--- src/design/rhm_pkg.sv ---
`timescale 1ns / 1ps

package rhm_pkg;

    // table geometry
    localparam int HIT_CAPACITY = 64;
    localparam int SLOT_W       = $clog2(HIT_CAPACITY);
    localparam int CNT_W        = $clog2(HIT_CAPACITY + 1);

    localparam int POS_W    = 16;
    localparam int EDEP_W   = 20;
    localparam int ENERGY_W = 24;
    localparam int RADIUS_W = 16;
    localparam int R2_W     = 2 * RADIUS_W;
    localparam int SQ_W     = 2 * POS_W;

    // commands carried on s_tuser
    typedef enum logic [1:0] {
        CMD_DEPOSIT  = 2'd0,
        CMD_CLEAR    = 2'd1,
        CMD_READ     = 2'd2,
        CMD_RESERVED = 2'd3
    } cmd_t;

    // result codes carried on m_tuser
    typedef enum logic [2:0] {
        STAT_MERGED   = 3'd0,
        STAT_CREATED  = 3'd1,
        STAT_IGNORED  = 3'd2,
        STAT_DROPPED  = 3'd3,
        STAT_CLEARED  = 3'd4,
        STAT_READ_OK  = 3'd5,
        STAT_READ_BAD = 3'd6
    } status_t;

    typedef enum logic [1:0] {
        ST_IDLE,
        ST_READ,
        ST_SCAN,
        ST_RESP
    } state_t;

    // one stored hit
    typedef struct packed {
        logic signed [POS_W-1:0] x;
        logic signed [POS_W-1:0] y;
        logic signed [POS_W-1:0] z;
        logic [ENERGY_W-1:0]     energy;
    } entry_t;

    // distance pipeline result toward the sequencer
    typedef struct packed {
        logic              busy;
        logic              valid;
        logic              hit;
        logic [SLOT_W-1:0] idx;
        entry_t            entry;
    } dist_res_t;

endpackage

--- src/design/rhm_dist_unit.sv ---
`timescale 1ns / 1ps

module rhm_dist_unit (
    input  logic                             aclk,
    input  logic                             aresetn,
    input  logic                             flush,
    input  logic                             in_valid,
    input  logic [rhm_pkg::SLOT_W-1:0]       in_idx,
    input  rhm_pkg::entry_t                  in_entry,
    input  logic signed [rhm_pkg::POS_W-1:0] step_x,
    input  logic signed [rhm_pkg::POS_W-1:0] step_y,
    input  logic signed [rhm_pkg::POS_W-1:0] step_z,
    input  logic [rhm_pkg::R2_W-1:0]         r2,
    output rhm_pkg::dist_res_t               res
);
    import rhm_pkg::*;

    // |a - b| of two signed coordinates, always fits POS_W unsigned bits
    function automatic logic [POS_W-1:0] abs_diff(input logic signed [POS_W-1:0] a,
                                                  input logic signed [POS_W-1:0] b);
        logic signed [POS_W:0] d;
        logic signed [POS_W:0] nd;
        d  = $signed({a[POS_W-1], a}) - $signed({b[POS_W-1], b});
        nd = -d;
        return d[POS_W] ? nd[POS_W-1:0] : d[POS_W-1:0];
    endfunction

    // stage a: absolute differences
    logic              va_reg;
    logic [SLOT_W-1:0] idx_a_reg;
    entry_t            ent_a_reg;
    logic [POS_W-1:0]  ax_reg, ay_reg, az_reg;
    // stage b: squares
    logic              vb_reg;
    logic [SLOT_W-1:0] idx_b_reg;
    entry_t            ent_b_reg;
    logic [SQ_W-1:0]   sqx_reg, sqy_reg, sqz_reg;
    // stage c: partial sum
    logic              vc_reg;
    logic [SLOT_W-1:0] idx_c_reg;
    entry_t            ent_c_reg;
    logic [SQ_W:0]     sxy_reg;
    logic [SQ_W-1:0]   sqz_c_reg;
    // stage d: full sum and compare
    logic              vd_reg;
    logic              hit_d_reg;
    logic [SLOT_W-1:0] idx_d_reg;
    entry_t            ent_d_reg;

    always_ff @(posedge aclk) begin
        if (!aresetn || flush) begin
            va_reg <= 1'b0;
            vb_reg <= 1'b0;
            vc_reg <= 1'b0;
            vd_reg <= 1'b0;
        end else begin
            va_reg <= in_valid;
            vb_reg <= va_reg;
            vc_reg <= vb_reg;
            vd_reg <= vc_reg;
        end
    end

    always_ff @(posedge aclk) begin
        idx_a_reg <= in_idx;
        ent_a_reg <= in_entry;
        ax_reg    <= abs_diff(in_entry.x, step_x);
        ay_reg    <= abs_diff(in_entry.y, step_y);
        az_reg    <= abs_diff(in_entry.z, step_z);

        idx_b_reg <= idx_a_reg;
        ent_b_reg <= ent_a_reg;
        sqx_reg   <= SQ_W'(ax_reg) * SQ_W'(ax_reg);
        sqy_reg   <= SQ_W'(ay_reg) * SQ_W'(ay_reg);
        sqz_reg   <= SQ_W'(az_reg) * SQ_W'(az_reg);

        idx_c_reg <= idx_b_reg;
        ent_c_reg <= ent_b_reg;
        sxy_reg   <= {1'b0, sqx_reg} + {1'b0, sqy_reg};
        sqz_c_reg <= sqz_reg;

        idx_d_reg <= idx_c_reg;
        ent_d_reg <= ent_c_reg;
        hit_d_reg <= ({1'b0, sxy_reg} + {2'b00, sqz_c_reg}) <= {2'b00, r2};
    end

    assign res.busy  = va_reg | vb_reg | vc_reg | vd_reg;
    assign res.valid = vd_reg;
    assign res.hit   = hit_d_reg;
    assign res.idx   = idx_d_reg;
    assign res.entry = ent_d_reg;

endmodule

--- config.mk ---
export PLATFORM = sky130hd
export DESIGN_NAME = rhm_dist_unit
export DESIGN_NICKNAME = d
export VERILOG_FILES = /design/src/design/rhm_pkg.sv /design/src/design/rhm_dist_unit.sv
export SDC_FILE = /design/constraint.sdc
export NUM_CORES = 2
export LEC_CHECK = 0
export BUFFER_PORTS_ARGS = -buffer_cell sky130_fd_sc_hd__clkbuf_2
export CORE_MARGIN = 2
export CORE_UTILIZATION = 55
export CTS_CLUSTER_SIZE = 24
export DETAILED_ROUTE_END_ITERATION = 16
export PLACE_DENSITY = 0.71
export SYNTH_ARGS = -nofsm -noshare
export SYNTH_HDL_FRONTEND = slang
export SYNTH_SLANG_ARGS = --single-unit
--- constraint.sdc ---
create_clock -name aclk -period 7 [get_ports aclk]
set_clock_uncertainty 0.05 [all_clocks]
set_input_delay 2.1 -clock aclk [delete_from_list [all_inputs] [get_ports aclk]]
set_output_delay 2.1 -clock aclk [all_outputs]
set_load 0.01 [all_outputs]
==> impl_results.md <==
- Status: finished clean
- Max_cap viols: 0
- Async S/R FF share, synth: 0%
- Crit Path Category: register to register
- Worst r2r src: ay_reg[11]
- Core area: 70150 um2
- Crit path launch type: register
- Final GP Congestion: 0.8915
- Worst Tran Pin Value: 1.087 ns
- HP Start: ent_c_reg[0]
- Wire length per cell: 15.02 um
- Hold buffer count at CTS: 0
- Post-synth EDFFs: 0
- Critical path origin: ay_reg[11]
- Hold path cells: 0
- Hold WC Path Type: register to register
- Clk root buf: clkbuf_16
- Synth area leader: dfxtp_1
- # IOs: 243
- Length of routed met3 wiring: 3806 um
- R2r endpoint: sqy_reg[31]
- Top cell type's share of synthesized area: 26.79%
- Mapped cell area: 39000 um2
- Largest net degree at the start of global routing: 21
- Vias in the first global route: 28170
- Slew HR: 27.50%
- CTS tree: done
- Sequential element share of the synthesized area: 26.79%
- Die ar.: 73050 um2
- Pre-Repair DR Iteration Count: 6
- Post-cts repair resize count: 0
- Routed via count: 26740
- Die extent in x: 270.3 um
- Max-slew violations: 0
- Diodes inserted: 0
- GRT Util Overall: 22.49%
- Post-Syn Instances: 3999
- Worst hold endpoint: res[0]
- Max Fclk: 151.7 MHz
- Worst-path clk slew: 0.07 ns
- First-pass GRT wire length: 134300 um
- Iteration-0 DRC Markers: 1228
- Post-synthesis simple-gate area fraction: 10.40%
- RSZ-0062 raised after global routing: false
- Synth Area in XOR/XNOR: 5.091%
- DRC viols: 0
- Mean Syn Cell Area: 9.752 um2
- Setup_tns: 0 ns
- Final WL: 78840 um
- Worst Path Arrival: 7.05 ns
- Clock buffer depth: 3
- Post-Syn Nets: 5103
- Initial Utilization: 55.60%
- IO Port Bufs: 242
- Htree depth: 2
- Final period utilization: 94.16%
- Compound-gate portion of the synthesized area: 8.752%
- Gr ovfl total: 0
- Worst-Skew Late Latency: 0.63 ns
- Worst Path Required: 7.46 ns
- Initial antenna violation count: 0
- Met2 wire length: 37390 um
- Worst r2r path cells: 20
- Final setup violation count: 0
- Fin nets: 5369
- Post-synthesis sequential element count: 522
- # rows: 97
- WL met1: 35090 um
- HPWL Detailed: 65350 um
- Largest cells by area after synthesis: dfxtp_1, fa_1, ha_1, inv_1, xnor2_1
- # clock sinks: 522
- Final min period: 6.591 ns
- Post-Synth Adder-Cell Area: 39.63%
- Yosys cell types: 78
- Setup bufs post-CTS: 0
- Crit. End Element: register
- Largest family of logic cells by synthesized area: adder cells
- Antenna Nets Post-Route: 0
- Highest metal used: met4
- Area Overhead vs Synth: 11.06%
- CTS Buf Count: 54
- Syn. warnings: 0
- Final Hold Violating Endpoints: 0
- R2r setup slk: 0.41 ns
- Post-synth top flop: dfxtp_1
- Layout cells sized above 1: 9.819%
- CP max FO: 16
- Multiplexer share of the synthesized area: 0.2759%
- Drt via density: 5.096
- Die Span Y: 270.3 um
-- synthesized netlist by cell type (all sizes together) (5+ instances only) --
master,count
o211ai,9
a21o,73
or3,10
a211oi,20
nor2b,32
a31o,14
or2,15
fa,489
o31ai,10
o21ai,80
and2,127
a221oi,5
nand3,34
nor4,14
nor3b,5
nand2b,22
inv,870
a41oi,5
nand4,18
a211o,5
xnor2,151
nand2,299
a31oi,18
ha,453
a21oi,173
nor2,177
o31a,5
o21bai,19
and3,29
nor3,35
clkbuf,66
dfxtp,522
o21a,33
a2111oi,7
a21boi,5
xor2,74
mux2,6
-- cells by family (layout without fill, tap and decap cells) --
family	after synthesis	after routing
AOI/OAI and AO/OA	523	523
xor gates and xnor gates	225	225
adders and majority gates	942	942
buffers and inverters	938	1247
DFF	522	522
muxes	10	10
and+or+nand+nor	839	839
-- worst max-delay path by stage --
stage | end | slack (ns)
final | sqy_reg[31] | 0.41
after global routing | sqy_reg[31] | 0.001
after CTS | sqy_reg[31] | 0.37
after detailed placement | sqy_reg[31] | 0.39
after global placement | sqy_reg[31] | 0.53
after floorplan | sqy_reg[31] | 0.70
-- cell usage in the layout, fill, tap and decap left out, drive strengths merged, types with 7 or more instances in the layout --
| cell | instances |
|---|---|
| dfxtp | 522 |
| nand4 | 18 |
| nand3 | 34 |
| nor2b | 32 |
| clkinv | 17 |
| inv | 874 |
| a2111oi | 7 |
| nor2 | 177 |
| nor4 | 14 |
| clkbuf | 306 |
| nand2 | 299 |
| o31ai | 10 |
| a21o | 73 |
| o21bai | 19 |
| a31o | 14 |
| and3 | 29 |
| and2 | 127 |
| o21ai | 80 |
| xor2 | 74 |
| fa | 489 |
| or2 | 15 |
| nand2b | 22 |
| a31oi | 18 |
| a211oi | 20 |
| bufinv | 8 |
| nor3 | 35 |
| xnor2 | 151 |
| a21oi | 173 |
| ha | 453 |
| o21a | 33 |
| buf | 36 |
| o211ai | 9 |
| or3 | 10 |
-- layout make-up --
class,count,area (um2)
clock buffer,64,1439
clock inverter,35,473.0
fill,5972,26840
inverter,870,3266
multi-input combinational,2539,25020
sequential,522,10460
tap,940,1176
timing repair buffer,278,1481
-- stage by stage --
| step | instance area [um2] | instances | utilization (%) | hold slack (ns) | worst slack [ns] |
|---|---|---|---|---|---|
| after global routing | 43310 | 5248 | 61.75 | 0.2708 | 0.001412 |
| after global placement | 41390 | 5149 | 59.01 | 0.2595 | 0.5336 |
| final | 43310 | 5248 | 61.75 | 0.2658 | 0.4091 |
| after CTS | 43310 | 5248 | 61.73 | 0.2633 | 0.3733 |
| after detailed placement | 41390 | 5149 | 59.01 | 0.2621 | 0.3940 |
| after floorplan | 39000 | 3999 | - | 0.2596 | 0.7022 |
-- worst max-delay path: stages, from the launching register on --
cell and delay (ns):
dfxtp_1 0.72, nand2_1 0.24, fa_1 0.50, fa_1 0.55, inv_1 0.05, fa_1 0.50
inv_1 0.06, fa_1 0.56, fa_1 0.43, fa_1 0.49, inv_1 0.04, ha_1 0.37
a21oi_1 0.17, o21ai_0 0.11, nor3_1 0.25, a21boi_1 0.13, a31o_2 0.29, a221oi_1 0.30
a31o_2 0.24, mux2i_1 0.16, nor4bb_1 0.26
-- metal layers --
metal	up-vias	GRT usage, %
li1	13130	-
met1	12950	29.24
met2	531	38.36
met3	141	3.512
met4	0	7.459
met5	-	0
Power is left out: the tool's default activity adds up to more than one toggle a clock period on the data nets, which glitch-free logic cannot reach.
